### src/rtl/core/mi4_pkg.sv
// Shared types, widths and constant tables of the 4x4 matrix inverse block.
package mi4_pkg;

  localparam int ELEM_W          = 16;  // Q8.8 matrix element
  localparam int POS_W           = 4;   // row*4+column
  localparam int MIN_W           = 33;  // exact 2x2 minor
  localparam int MUL_W           = 34;  // shared multiplier operand
  localparam int PROD_W          = 2 * MUL_W;
  localparam int ADJ_W           = 50;  // exact adjugate entry
  localparam int DET_W           = 68;  // exact determinant, signed
  localparam int OUT_W           = 32;  // Q16.16 result
  localparam int QUO_W           = 34;  // quotient bits formed by the divider
  localparam int FRAC_SHIFT      = 24;  // adjugate scale to Q16.16 scale
  localparam int NUM_SPLIT       = QUO_W - FRAC_SHIFT;
  localparam int NUM_MINORS      = 6;
  localparam int QUEUE_DEPTH_DEF = 4;

  localparam logic [OUT_W-1:0] SAT_POS = {1'b0, {(OUT_W-1){1'b1}}};
  localparam logic [OUT_W-1:0] SAT_NEG = {1'b1, {(OUT_W-1){1'b0}}};

  typedef struct packed {
    logic signed [ELEM_W-1:0] elem;
    logic [POS_W-1:0]         pos;
    logic                     last;
  } mi4_entry_t;

  typedef enum logic [3:0] {
    ST_LOAD,
    ST_MINOR,
    ST_DET,
    ST_DPREP,
    ST_ADJ,
    ST_APREP,
    ST_DCHK,
    ST_DIV,
    ST_ROUND,
    ST_EMIT
  } mi4_state_t;

  // Column pair of each 2x2 minor.
  function automatic logic [1:0] pair_col_a(input logic [2:0] p);
    logic [1:0] c;
    case (p)
      3'd0, 3'd1, 3'd2: c = 2'd0;
      3'd3, 3'd4:       c = 2'd1;
      default:          c = 2'd2;
    endcase
    return c;
  endfunction

  function automatic logic [1:0] pair_col_b(input logic [2:0] p);
    logic [1:0] c;
    case (p)
      3'd0:       c = 2'd1;
      3'd1, 3'd3: c = 2'd2;
      default:    c = 2'd3;
    endcase
    return c;
  endfunction

  // Minor used by cofactor term t of row r.
  function automatic logic [2:0] minor_sel(input logic [1:0] r, input logic [1:0] t);
    logic [2:0] m;
    case ({r, t})
      4'b0000: m = 3'd5;
      4'b0001: m = 3'd4;
      4'b0010: m = 3'd3;
      4'b0100: m = 3'd5;
      4'b0101: m = 3'd2;
      4'b0110: m = 3'd1;
      4'b1000: m = 3'd4;
      4'b1001: m = 3'd2;
      4'b1010: m = 3'd0;
      4'b1100: m = 3'd3;
      4'b1101: m = 3'd1;
      4'b1110: m = 3'd0;
      default: m = 3'd0;
    endcase
    return m;
  endfunction

  // Terms of the Laplace expansion that are subtracted.
  function automatic logic det_term_neg(input logic [2:0] i);
    return (i == 3'd1) || (i == 3'd4);
  endfunction

endpackage

### src/rtl/core/mi4_front.sv
// Input side: accepts elements and tags each with its matrix position.
module mi4_front (
  input  logic                       clk,
  input  logic                       rst_n,
  input  logic                       in_valid,
  output logic                       in_stall,
  input  logic signed [mi4_pkg::ELEM_W-1:0] in_element_in,
  input  logic                       q_full,
  output logic                       push,
  output mi4_pkg::mi4_entry_t        push_entry
);
  import mi4_pkg::*;

  logic [POS_W-1:0] load_cnt_r;
  logic [POS_W-1:0] load_cnt_nxt;

  assign in_stall = q_full;
  assign push     = in_valid && !q_full;

  always_comb begin
    push_entry.elem = in_element_in;
    push_entry.pos  = load_cnt_r;
    push_entry.last = (load_cnt_r == {POS_W{1'b1}});
    load_cnt_nxt    = push ? load_cnt_r + POS_W'(1) : load_cnt_r;
  end

  always_ff @(posedge clk) begin
    if (!rst_n) begin
      load_cnt_r <= '0;
    end else begin
      load_cnt_r <= load_cnt_nxt;
    end
  end

endmodule

### config.mk
export PLATFORM = sky130hd
export DESIGN_NAME = mi4_front
export DESIGN_NICKNAME = d
export VERILOG_FILES = /design/src/rtl/core/mi4_pkg.sv /design/src/rtl/core/mi4_front.sv
export SDC_FILE = /design/constraint.sdc
export NUM_CORES = 1
export LEC_CHECK = 0
export BUFFER_PORTS_ARGS = -buffer_cell sky130_fd_sc_hd__buf_2
export CAP_MARGIN = 15
export CORE_AREA = 5 5 42 44
export DETAILED_ROUTE_END_ITERATION = 6
export DIE_AREA = 0 0 47 49
export MAX_ROUTING_LAYER = met4
export PLACE_DENSITY_LB_ADDON = 0.05
export SKIP_CTS_REPAIR_TIMING = 1
export SYNTH_ARGS = -nofsm -noshare
export SYNTH_HDL_FRONTEND = slang
export SYNTH_SLANG_ARGS = --single-unit
export TNS_END_PERCENT = 20
### constraint.sdc
create_clock -name clk -period 2.34 [get_ports clk]
set_input_delay 0.351 -clock clk [delete_from_list [all_inputs] [get_ports clk]]
set_output_delay 0.351 -clock clk [all_outputs]
set_load 0.1 [all_outputs]
==> flow_summary.yaml <==
outcome:
  outcome: "completed"
power:
  p_per_area_nw_per_um2: 712
  ir_worst_vdd_uv: 175
  p_leak_nw: 0.155
global_routing:
  globalRouteOverflowTotal: 0
  grt_max_degree: 6
  grt_pass1_vias: 216
  grt_first_pass_wirelength_um: 1040
  grt_usage_pct: 6.85
  antenna_found_initial: 0
detailed_routing:
  wl_per_cell_um: 15.3
  antenna_left: 0
  vias: 199
  drt-initial-drc-count: 0
  avgViaCountPerCell: 4.23
  routed_wl_um: 720
  first_pass_iters: 1
  drcViolationCount: 0
floorplan:
  die_x_um: 47
  die_area_um2: 2300
  die_h_um: 49
  fp.coreArea_um2: 1400
  std_cell_rows: 14
  ios: 43
  initial_core_util_pct: 22.9
sta:
  max_slew_margin_pct: 67.4
  tns_ns: 0
  finalHoldViolations: 0
  finalSetupViolCount: 0
  rsz0062_at_grt: "false"
  drv_slew: 0
  finalCritPeriodShare_pct: 73.2
  finalCriticalPeriod_ns: 1.71
  max_freq_mhz: 584
  clock_skew_ns: 0.00115
  worst_pin_slew_ns: 0.492
synth:
  yosys_warnings: 0
  syn_inst: 35
  syn_area_um2: 322
  synth_nets: 56
  ys_ff_latch: 4
  synth_cell_types: 14
  synth_area_per_cell_um2: 9.19
  ys_seq_area_share_pct: 24.9
layout:
  multiInputGateArea_um2: 115
  reg_top3: "load_cnt_r x4"
  largest_reg_flops: 4
  area_growth_pct: -10.1
  design_area_um2: 289
  top_register: "load_cnt_r"
  n_fill_cell: 165
  drive_above_1_share_pct: 51.6
  finalNetCount: 54
  seq_area_um2: 81.3
  num_antenna_cells: 0
worst_hold_path:
  hold_class: "in -> reg"
  min_to: "load_cnt_r[2]"
  whs_path_depth: 2
  hp-start: "rst_n"
worst_setup_path:
  crit_chain: "ha_1 -> and3_2 -> buf_2"
  rr_startpoint: "load_cnt_r[1]"
  reg2reg_slack_ns: 1.31
  slowest_delay_ns: 0.42
  critPathArrivalTime_ns: 1.36
  crit_path_max_fanout: 4
  reg2reg_to: "load_cnt_r[2]"
  critical_path_required_ns: 1.99
  cp-start-kind: "flop"
  slowest_stage: "buf_2"
  crit_type: "reg -> out"
  rr_worst_depth: 4
  endpoint_kind: "primary output"
clock_tree:
  clk_path_buf_depth: 2
  cts_tree: "done"
  clock_sinks: 4
  clock_latency_ns: 0.23
  cts-buffers-inserted: 3
  cts_root_buf: "clkbuf_4"
  clk_pin_slew_worst_paths_ns: 0.04
  h-tree-depth: 1
run:
  cap_viol_max_count: 0
placed_design:
  gp_congestion: 0.595
  dpl_cell_area_um2: 267
  io_buffers: 10
## layer usage
| metal | GRT usage (%) | vias to the layer above | part of all wire, % |
|---|---|---|---|
| met5 | - | - | 0 |
| met4 | 7.83 | 0 | 1.5 |
| met3 | 5.90 | 6 | 24 |
| met2 | 9.73 | 24 | 52 |
| met1 | 4.16 | 81 | 23 |
| li1 | - | 88 | - |
## layout make-up
type | count | share of cell area [%]
Sequential cell | 4 | 28.1
Tap cell | 16 | 6.93
Multi-Input combinational cell | 14 | 39.8
Timing Repair Buffer | 10 | 17.3
Clock buffer | 3 | 7.79
## synth_stat cells (all sizes together)
cell | instances | area share [%]
nand4 | 1 | 1.9
xor2 | 1 | 2.7
and3 | 1 | 1.9
xnor2 | 1 | 2.7
dfxtp | 4 | 25
and2 | 2 | 3.9
or2b | 1 | 2.3
buf | 17 | 40
nand3b | 1 | 2.3
ha | 1 | 3.9
mux2i | 2 | 6.2
nor2b | 2 | 6.2
nand2 | 1 | 1.2
## critical path, delay by kind of cell, from the launching register on
family                   cells  cell delay, ns
adder cells (fa/ha/maj)      1            0.18
flip-flops                   1            0.36
buffers and inverters        1            0.42
AND/OR/NAND/NOR              1            0.17
## report_power, final
group / switching, mW / total [mW] / internal (mW)
Clock: 0.0280 / 0.0853 / 0.0574
Combinational: 0.0368 / 0.0469 / 0.0101
Sequential: 0.00250 / 0.0737 / 0.0712
## worst max path at each step
stage	from	cells past startpoint	to
after global placement	load_cnt_r[1]	3	push_entry[0]
final	load_cnt_r[1]	3	push_entry[0]
after CTS	load_cnt_r[1]	3	push_entry[0]
after detailed placement	load_cnt_r[1]	3	push_entry[0]
after global routing	load_cnt_r[1]	3	push_entry[0]
after floorplan	load_cnt_r[1]	2	push_entry[0]
## cells by family (layout without fill, tap and decap cells)
family                     Yosys count  in the layout  synth area share (%)
xor gates and xnor gates             2              2                  5.45
adders and majority gates            1              1                  3.89
buffers and inverters               17             13                  39.7
DFF                                  4              4                  24.9
muxes                                2              2                  6.23
and+or+nand+nor                      9              9                  19.8
## through the flow
| step | util (%) | hold WS [ns] | setup slack (ns) | power [mW] | std cells |
|---|---|---|---|---|---|
| 2_1_floorplan | - | 0.473 | 0.215 | 0.243 | 35 |
| 3_3_place_gp | 19.0 | 0.476 | 0.882 | 0.122 | 44 |
| 3_5_place_dp | 19.0 | 0.486 | 0.868 | 0.122 | 44 |
| 4_1_cts | 20.6 | 0.379 | 0.612 | 0.212 | 47 |
| 5_1_grt | 20.6 | 0.408 | 0.585 | 0.216 | 47 |
| 6_report | 20.6 | 0.386 | 0.626 | 0.206 | 47 |
## cells in the final DEF, fill, tap and decap left out
| cell | Yosys | layout |
|---|---|---|
| and3_2 | 0 | 1 |
| dfxtp_2 | 0 | 1 |
| or2b_1 | 1 | 1 |
| xnor2_1 | 1 | 1 |
| nand3b_1 | 1 | 1 |
| nor2b_4 | 1 | 1 |
| buf_2 | 0 | 10 |
| nand2_1 | 1 | 1 |
| clkbuf_4 | 0 | 3 |
| ha_1 | 1 | 1 |
| mux2i_1 | 2 | 2 |
| nor2b_1 | 1 | 1 |
| nand4_1 | 1 | 1 |
| and2_1 | 2 | 2 |
| dfxtp_1 | 4 | 3 |
| xor2_1 | 1 | 1 |
No activity file was read; power rests on OpenSTA's default activity.
