[src/rtl/core/mi4_pkg.sv]
// Shared types, widths and constant tables of the 4x4 matrix inverse block.
package mi4_pkg;

  localparam int ELEM_W          = 16;  // Q8.8 matrix element
  localparam int POS_W           = 4;   // row*4+column
  localparam int MIN_W           = 33;  // exact 2x2 minor
  localparam int MUL_W           = 34;  // shared multiplier operand
  localparam int PROD_W          = 2 * MUL_W;
  localparam int ADJ_W           = 50;  // exact adjugate entry
  localparam int DET_W           = 68;  // exact determinant, signed
  localparam int OUT_W           = 32;  // Q16.16 result
  localparam int QUO_W           = 34;  // quotient bits formed by the divider
  localparam int FRAC_SHIFT      = 24;  // adjugate scale to Q16.16 scale
  localparam int NUM_SPLIT       = QUO_W - FRAC_SHIFT;
  localparam int NUM_MINORS      = 6;
  localparam int QUEUE_DEPTH_DEF = 4;

  localparam logic [OUT_W-1:0] SAT_POS = {1'b0, {(OUT_W-1){1'b1}}};
  localparam logic [OUT_W-1:0] SAT_NEG = {1'b1, {(OUT_W-1){1'b0}}};

  typedef struct packed {
    logic signed [ELEM_W-1:0] elem;
    logic [POS_W-1:0]         pos;
    logic                     last;
  } mi4_entry_t;

  typedef enum logic [3:0] {
    ST_LOAD,
    ST_MINOR,
    ST_DET,
    ST_DPREP,
    ST_ADJ,
    ST_APREP,
    ST_DCHK,
    ST_DIV,
    ST_ROUND,
    ST_EMIT
  } mi4_state_t;

  // Column pair of each 2x2 minor.
  function automatic logic [1:0] pair_col_a(input logic [2:0] p);
    logic [1:0] c;
    case (p)
      3'd0, 3'd1, 3'd2: c = 2'd0;
      3'd3, 3'd4:       c = 2'd1;
      default:          c = 2'd2;
    endcase
    return c;
  endfunction

  function automatic logic [1:0] pair_col_b(input logic [2:0] p);
    logic [1:0] c;
    case (p)
      3'd0:       c = 2'd1;
      3'd1, 3'd3: c = 2'd2;
      default:    c = 2'd3;
    endcase
    return c;
  endfunction

  // Minor used by cofactor term t of row r.
  function automatic logic [2:0] minor_sel(input logic [1:0] r, input logic [1:0] t);
    logic [2:0] m;
    case ({r, t})
      4'b0000: m = 3'd5;
      4'b0001: m = 3'd4;
      4'b0010: m = 3'd3;
      4'b0100: m = 3'd5;
      4'b0101: m = 3'd2;
      4'b0110: m = 3'd1;
      4'b1000: m = 3'd4;
      4'b1001: m = 3'd2;
      4'b1010: m = 3'd0;
      4'b1100: m = 3'd3;
      4'b1101: m = 3'd1;
      4'b1110: m = 3'd0;
      default: m = 3'd0;
    endcase
    return m;
  endfunction

  // Terms of the Laplace expansion that are subtracted.
  function automatic logic det_term_neg(input logic [2:0] i);
    return (i == 3'd1) || (i == 3'd4);
  endfunction

endpackage

[src/rtl/core/mi4_queue.sv]
// Short element queue between the input side and the compute engine.
module mi4_queue #(
  parameter int DEPTH = mi4_pkg::QUEUE_DEPTH_DEF
) (
  input  logic                clk,
  input  logic                rst_n,
  input  logic                push,
  input  mi4_pkg::mi4_entry_t push_entry,
  output logic                full,
  input  logic                pop,
  output logic                q_valid,
  output mi4_pkg::mi4_entry_t pop_entry
);
  import mi4_pkg::*;

  localparam int PTR_W = (DEPTH > 1) ? $clog2(DEPTH) : 1;
  localparam int CNT_W = $clog2(DEPTH + 1);

  mi4_entry_t       slot_r [DEPTH];
  logic [PTR_W-1:0] wr_ptr_r, rd_ptr_r;
  logic [CNT_W-1:0] count_r;
  logic             do_push, do_pop;

  assign full      = (count_r == CNT_W'(DEPTH));
  assign q_valid   = (count_r != '0);
  assign do_push   = push && !full;
  assign do_pop    = pop && q_valid;
  assign pop_entry = slot_r[rd_ptr_r];

  function automatic logic [PTR_W-1:0] wrap_inc(input logic [PTR_W-1:0] p);
    return (p == PTR_W'(DEPTH - 1)) ? '0 : p + PTR_W'(1);
  endfunction

  always_ff @(posedge clk) begin
    if (do_push) begin
      slot_r[wr_ptr_r] <= push_entry;
    end
  end

  always_ff @(posedge clk) begin
    if (!rst_n) begin
      wr_ptr_r <= '0;
      rd_ptr_r <= '0;
      count_r  <= '0;
    end else begin
      if (do_push) wr_ptr_r <= wrap_inc(wr_ptr_r);
      if (do_pop)  rd_ptr_r <= wrap_inc(rd_ptr_r);
      case ({do_push, do_pop})
        2'b10:   count_r <= count_r + CNT_W'(1);
        2'b01:   count_r <= count_r - CNT_W'(1);
        default: count_r <= count_r;
      endcase
    end
  end

endmodule

[config.mk]
export PLATFORM = sky130hd
export DESIGN_NAME = mi4_queue
export DESIGN_NICKNAME = d
export VERILOG_FILES = /design/src/rtl/core/mi4_pkg.sv /design/src/rtl/core/mi4_queue.sv
export SDC_FILE = /design/constraint.sdc
export NUM_CORES = 1
export LEC_CHECK = 0
export ABC_AREA = 1
export ABC_CLOCK_PERIOD_IN_PS = 2700
export BUFFER_PORTS_ARGS = -buffer_cell sky130_fd_sc_hd__buf_2
export CAP_MARGIN = 5
export CORE_MARGIN = 1.5
export CORE_UTILIZATION = 50
export CTS_CLUSTER_SIZE = 20
export DETAILED_ROUTE_END_ITERATION = 7
export PLACE_DENSITY = 0.71
export SETUP_SLACK_MARGIN = 0.02
export SYNTH_ARGS = -nofsm -noshare
export SYNTH_HDL_FRONTEND = slang
export SYNTH_SLANG_ARGS = --single-unit
export TNS_END_PERCENT = 100
[constraint.sdc]
create_clock -name clk -period 2.7 [get_ports clk]
set_clock_uncertainty 0.15 [all_clocks]
set_input_delay 0.135 -clock clk [delete_from_list [all_inputs] [get_ports clk]]
set_output_delay 0.135 -clock clk [all_outputs]
set_load 0.01 [all_outputs]
==> results.json, run 1 <==
{
  "outcome": "completed",
  "yosys.area.top_type": "edfxtp_1",
  "area_delta_synth_final_pct": 19.37,
  "synth_area_per_cell_um2": 13.51,
  "max-cap-violations": 0,
  "hold_end": "slot_r[3][10]",
  "rows": 31,
  "wl_um": 6714,
  "synth_top_area_share": 0.6862,
  "die_w_um": 88.75,
  "first_iter_violations": 123,
  "cts_buffers": 9,
  "drive_gt1_frac": 0.2266,
  "vias_per_cell": 4.976,
  "yosys_warnings": 0,
  "clock-sinks": 93,
  "core-area_mm2": 0.007176,
  "hold_slack_ns": 0.3809,
  "htree_levels": 3,
  "io_buffers": 47,
  "grt_overflow": 0,
  "grt_pass1_wl_um": 10380,
  "hp-class": "input port to register",
  "drtPass1Iterations": 4,
  "finalInstanceArea_mm2": 0.004388,
  "fin_crit_ns": 2.224,
  "rr_worst_depth": 12,
  "grt_pass1_vias": 2208,
  "grt_usage": 0.1797,
  "route.detailed.drc": 0,
  "p_per_area_mw_per_mm2": 866.1,
  "rrSetupSlack_ns": 0.73,
  "path_cells": "buf_4, inv_1, o21ai_0, o22ai_1, buf_2",
  "hold_violations": 0,
  "critical_path_arrival_ns": 1.94,
  "vias": 2249,
  "crit_required_ns": 2.41,
  "worst_r2r_endpoint": "count_r[2]",
  "period_share": 0.8235,
  "crit_slowest_cell": "inv_1",
  "setup_viol": 0,
  "peakVddDrop_mv": 0.5947,
  "placedCellCount": 412,
  "dp_hpwl_um": 4058,
  "leakage_nw": 1.621,
  "final_cell_mix": "84 x edfxtp_1, 52 x nor2_1, 47 x buf_2",
  "antenna_found_initial": 0,
  "clockRootBuffer": "clkbuf_8",
  "cp-start-kind": "register",
  "postCtsSetupRepairBufs": 0,
  "synth.area.top_cells": "edfxtp_1 69%, nor2_1 5.7%, dfxtp_1 4.9%",
  "cts_buffer_depth": 2,
  "relSlewSlack": 0.5709,
  "cts_resized": 0,
  "holdPathStages": 2,
  "hp-start": "push_entry[10]",
  "end_kind": "output pin",
  "clk_latency_ns": 0.34,
  "fp.dieH_um": 88.75,
  "synthesis.area_mm2": 0.003676,
  "yosysUniqueCellTypes": 24,
  "grt_max_degree": 43,
  "cts_tree": "yes",
  "synth_fp_nets": 304,
  "start_util": 0.5123,
  "yosysSeqAreaShare": 0.7352,
  "place_congestion": 0.7513,
  "place_area_mm2": 0.003973,
  "final_antenna_net_count": 0,
  "drv_slew": 0,
  "critical_path_class": "register to output pin",
  "syn_inst": 272,
  "timing.rr.start": "count_r[1]",
  "cp_max_fo": 22,
  "final_common_cell": "edfxtp_1",
  "fin_setup_tns_ns": 0,
  "cts.clk_slew.worst_paths_ns": 0.10,
  "fmax_mhz": 449.7,
  "dieArea_mm2": 0.007876,
  "antenna_cells": 0,
  "worstMarginPinSlew_ns": 0.6429,
  "rsz0062_at_grt": "false",
  "io_pins": 48,
  "final_cells": 452,
  "wire_per_inst_um": 14.85,
  "crit_path_max_incr_delay_ns": 0.50,
  "ys_ff_latch": 93,
  "final_net_count": 380
}
==> Yosys cell counts <==
| master | number |
|---|---|
| edfxtp_1 | 84 |
| nor2_1 | 56 |
| o21ai_0 | 22 |
| o21ai_1 | 22 |
| o22ai_1 | 21 |
| inv_1 | 15 |
| nand2_1 | 10 |
| dfxtp_1 | 9 |
| ha_1 | 6 |
| buf_2 | 4 |
| buf_6 | 4 |
| buf_8 | 3 |
| a21oi_1 | 2 |
| buf_4 | 2 |
| nand2_2 | 2 |
| nand3_1 | 2 |
| a21boi_2 | 1 |
| fa_1 | 1 |
| inv_8 | 1 |
| nand2_4 | 1 |
| nand3b_1 | 1 |
| nand4_1 | 1 |
| nor2_4 | 1 |
| or2_2 | 1 |
==> power breakdown <==
group          total (W)  switching [W]  internal [W]  leakage, nW
Clock           0.000821       0.000483      0.000337       0.0808
Combinational    0.00116       0.000725      0.000435        0.695
Sequential       0.00182      0.0000827       0.00174        0.845
Total            0.00380        0.00129       0.00251         1.62
==> layer usage <==
layer	up-vias	share of wire	global-route usage
li1	1129	-	-
met1	1078	0.44	0.2255
met2	35	0.52	0.2996
met3	7	0.033	0.05037
met4	0	0.0069	0.06534
met5	-	0	0
==> how the worst max path moves through the flow <==
stage | slack, ns | to | start
floorplan | 0.66 | slot_r[3][0] | count_r[1]
global placement | 0.86 | count_r[2] | count_r[1]
detailed placement | 0.77 | count_r[2] | count_r[1]
CTS | 0.43 | pop_entry[7] | register
global route | 0.32 | pop_entry[7] | register
finish | 0.48 | pop_entry[7] | register
==> timing repair <==
action                     4_1_cts  5_1_grt
hold endpoints to repair        93        0
hold buffers                    24        0
setup endpoints to repair        0        0
==> registers in the layout, summed over array words and instances (netlist names), named ones only <==
register  flops
count_r       3
wr_ptr_r      2
slot_r       84
rd_ptr_r      2
==> cells by family (layout without fill, tap and decap cells) <==
group / Yosys count / after routing / synth area share
AO/OA/AOI/OAI: 68 / 68 / 0.1014
adder cells (fa/ha/maj): 7 / 7 / 0.02587
buffers and inverters: 29 / 110 / 0.05241
flip-flops: 93 / 93 / 0.7352
AND/OR/NAND/NOR: 75 / 75 / 0.08509
==> through the flow <==
step	worst slack [ns]	power [W]	util
after floorplan	0.6615	0.002658	-
after global placement	0.8614	0.002966	0.5536
after detailed placement	0.7746	0.002993	0.5536
after CTS	0.4304	0.003830	0.6115
after global routing	0.3163	0.004035	0.6115
final	0.4764	0.003801	0.6115
==> critical path: cells and delay by family (launching register included) <==
family	cells	cell delay [ns]
buffers and inverters	3	0.87
AO/OA/AOI/OAI	2	0.41
flip-flops	1	0.31
==> cell type report <==
| type | count | area [um^2] |
|---|---|---|
| inverter | 16 | 67.56 |
| sequential | 93 | 2703 |
| fill | 569 | 2788 |
| clock inverter | 7 | 51.30 |
| timing repair buffer | 78 | 528.0 |
| multi-input combinational | 150 | 790.8 |
| tap | 99 | 123.9 |
| clock buffer | 9 | 123.9 |
Note: power is estimated with default switching activity, not from simulation.
==> inputs of run 2 (changes only) <==
Settings changed: ABC_CLOCK_PERIOD_IN_PS 2700 to 2000, PLACE_DENSITY 0.71 to 0.73.
Clock period 2.7 ns to 2 ns, I/O delays scaled along.
==> results.json, run 2 (synthesized netlist as in run 1, its figures left out) <==
{
  "peakVddDrop_mv": 0.8463,
  "antenna_found_initial": 0,
  "dp_slack_ns": 0.1102,
  "relSlewSlack": 0.7826,
  "fin_crit_ns": 1.849,
  "cts_tree": "yes",
  "area_delta_synth_final_pct": 20.39,
  "grt_overflow": 0,
  "dieArea_mm2": 0.007876,
  "outcome": "completed",
  "top_regs": "slot_r (84), count_r (3)",
  "crit_path_max_incr_delay_ns": 0.38,
  "fin_setup_tns_ns": 0,
  "grt_max_degree": 44,
  "leakage_nw": 1.641,
  "rows": 31,
  "wl_um": 6461,
  "cts.clk_slew.worst_paths_ns": 0.09,
  "cts_buffers": 9,
  "io_buffers": 47,
  "end_kind": "register",
  "grt_usage": 0.1759,
  "path_cells": "nor2_4, nand2_2, nand2_4, ha_1, inv_1, fa_1, inv_1, nand2_1, nand3_1, nand2_1, inv_1, nor2_1",
  "pwr-share-clk": 0.212,
  "path_common_cell": "inv_1",
  "period_share": 0.9246,
  "finalInstanceArea_mm2": 0.004425,
  "cp-start-kind": "register",
  "place_congestion": 0.6381,
  "clk_latency_ns": 0.34,
  "critical_path_arrival_ns": 1.95,
  "final_net_count": 383,
  "cts_resized": 0,
  "grt_pass1_wl_um": 10100,
  "setup_viol": 0,
  "fmax_mhz": 540.8,
  "hold_violations": 0,
  "p_per_area_mw_per_mm2": 1159,
  "drv_slew": 0,
  "power.share.switching": 0.3338,
  "final_antenna_net_count": 0,
  "core-area_mm2": 0.007176,
  "vias_per_cell": 4.960,
  "final_cell_mix": "84 x edfxtp_1, 52 x nor2_1, 47 x buf_2",
  "cp_max_fo": 5,
  "antenna_cells": 0,
  "crit_required_ns": 2.10,
  "dp_hpwl_um": 3784,
  "clockRootBuffer": "clkbuf_8",
  "die_w_um": 88.75,
  "cts_buffer_depth": 2,
  "worstMarginPinSlew_ns": 0.3261,
  "hp-class": "input port to register",
  "p_switching_w": 0.001712,
  "fp.dieH_um": 88.75,
  "max-cap-violations": 0,
  "clock-sinks": 93,
  "place_area_mm2": 0.003985,
  "start_util": 0.5123,
  "vias": 2257,
  "regMostFlops": "slot_r",
  "p_int_w": 0.003417,
  "htree_levels": 3,
  "wire_per_inst_um": 14.20,
  "combPwrFrac": 0.315,
  "crit_slowest_cell": "fa_1",
  "critical_path_class": "register to register",
  "route.detailed.drc": 0,
  "drive_gt1_frac": 0.2331,
  "drtPass1Iterations": 4,
  "final_common_cell": "edfxtp_1",
  "total_power_w": 0.005129,
  "first_iter_violations": 164,
  "setup_ws_ns": 0.1508,
  "p_seq_frac": 0.473,
  "final_util": 0.6167,
  "largest_reg_flops": 84,
  "grt_pass1_vias": 2191,
  "io_pins": 48,
  "rsz0062_at_grt": "false"
}
## run 2: cell types whose count changed in the layout (fill, tap and decap cells not counted)
| cell | before | now |
|---|---|---|
| inv_6 | 0 | 1 |
| inv_8 | 2 | 1 |
| buf_12 | 0 | 1 |
| clkinvlp_4 | 3 | 2 |
| clkinv_1 | 1 | 0 |
| clkinv_2 | 1 | 2 |
| buf_4 | 7 | 8 |
| clkinv_4 | 1 | 2 |
| dlygate4sd3_1 | 24 | 25 |
## run 2: repair_timing
| item | 4_1_cts | 5_1_grt |
|---|---|---|
| hold endpoints to repair | 93 | 0 |
| setup endpoints to repair | 0 | 1 |
| hold buffers | 25 | 0 |
| buffers inserted | 0 | 2 |
## run 2: cell type report
type / count / area [um^2]
Inverter: 16 / 67.56
Clock inverter: 7 / 51.30
Clock buffer: 9 / 123.9
Timing Repair Buffer: 81 / 565.5
Tap cell: 99 / 123.9
Sequential cell: 93 / 2703
Multi-Input combinational cell: 150 / 790.8
Fill cell: 587 / 2750
## run 2: power by group through the flow
stage                     sequential, W  clock (W)  combinational (W)
after CTS                       0.00243    0.00112            0.00162
after detailed placement        0.00247          0            0.00158
after floorplan                 0.00246          0            0.00113
after global routing            0.00245    0.00119            0.00182
after global placement          0.00246          0            0.00154
final                           0.00243    0.00109            0.00161
## run 2: metal layers
metal,up-vias,GRT usage,part of all wire
met3,6,0.04664,0.045
met4,0,0.06960,0.014
li1,1140,-,-
met2,43,0.3072,0.53
met5,-,0,0
met1,1068,0.2073,0.41
## run 2: worst paths after layout
kind	from	to	slack, ns	cells past startpoint
max	count_r[0]	count_r[2]	0.15	12
min	push_entry[19]	slot_r[1][19]	0.35	2
max reg2reg	count_r[0]	count_r[2]	0.15	12
min reg2reg	rd_ptr_r[1]	rd_ptr_r[1]	0.36	2
## run 2: metrics by stage
stage               instances  hold WS (ns)
global route              455        0.3511
CTS                       453        0.3368
global placement          412        0.1639
floorplan                 272       0.04887
detailed placement        412        0.1654
finish                    455        0.3509
## run 2: worst max-delay path, delay by kind of cell (launching register included)
family / cells / cell delay, ns
fa+ha+maj: 2 / 0.54
buf+inv: 3 / 0.18
flops: 1 / 0.34
simple gates: 7 / 0.55
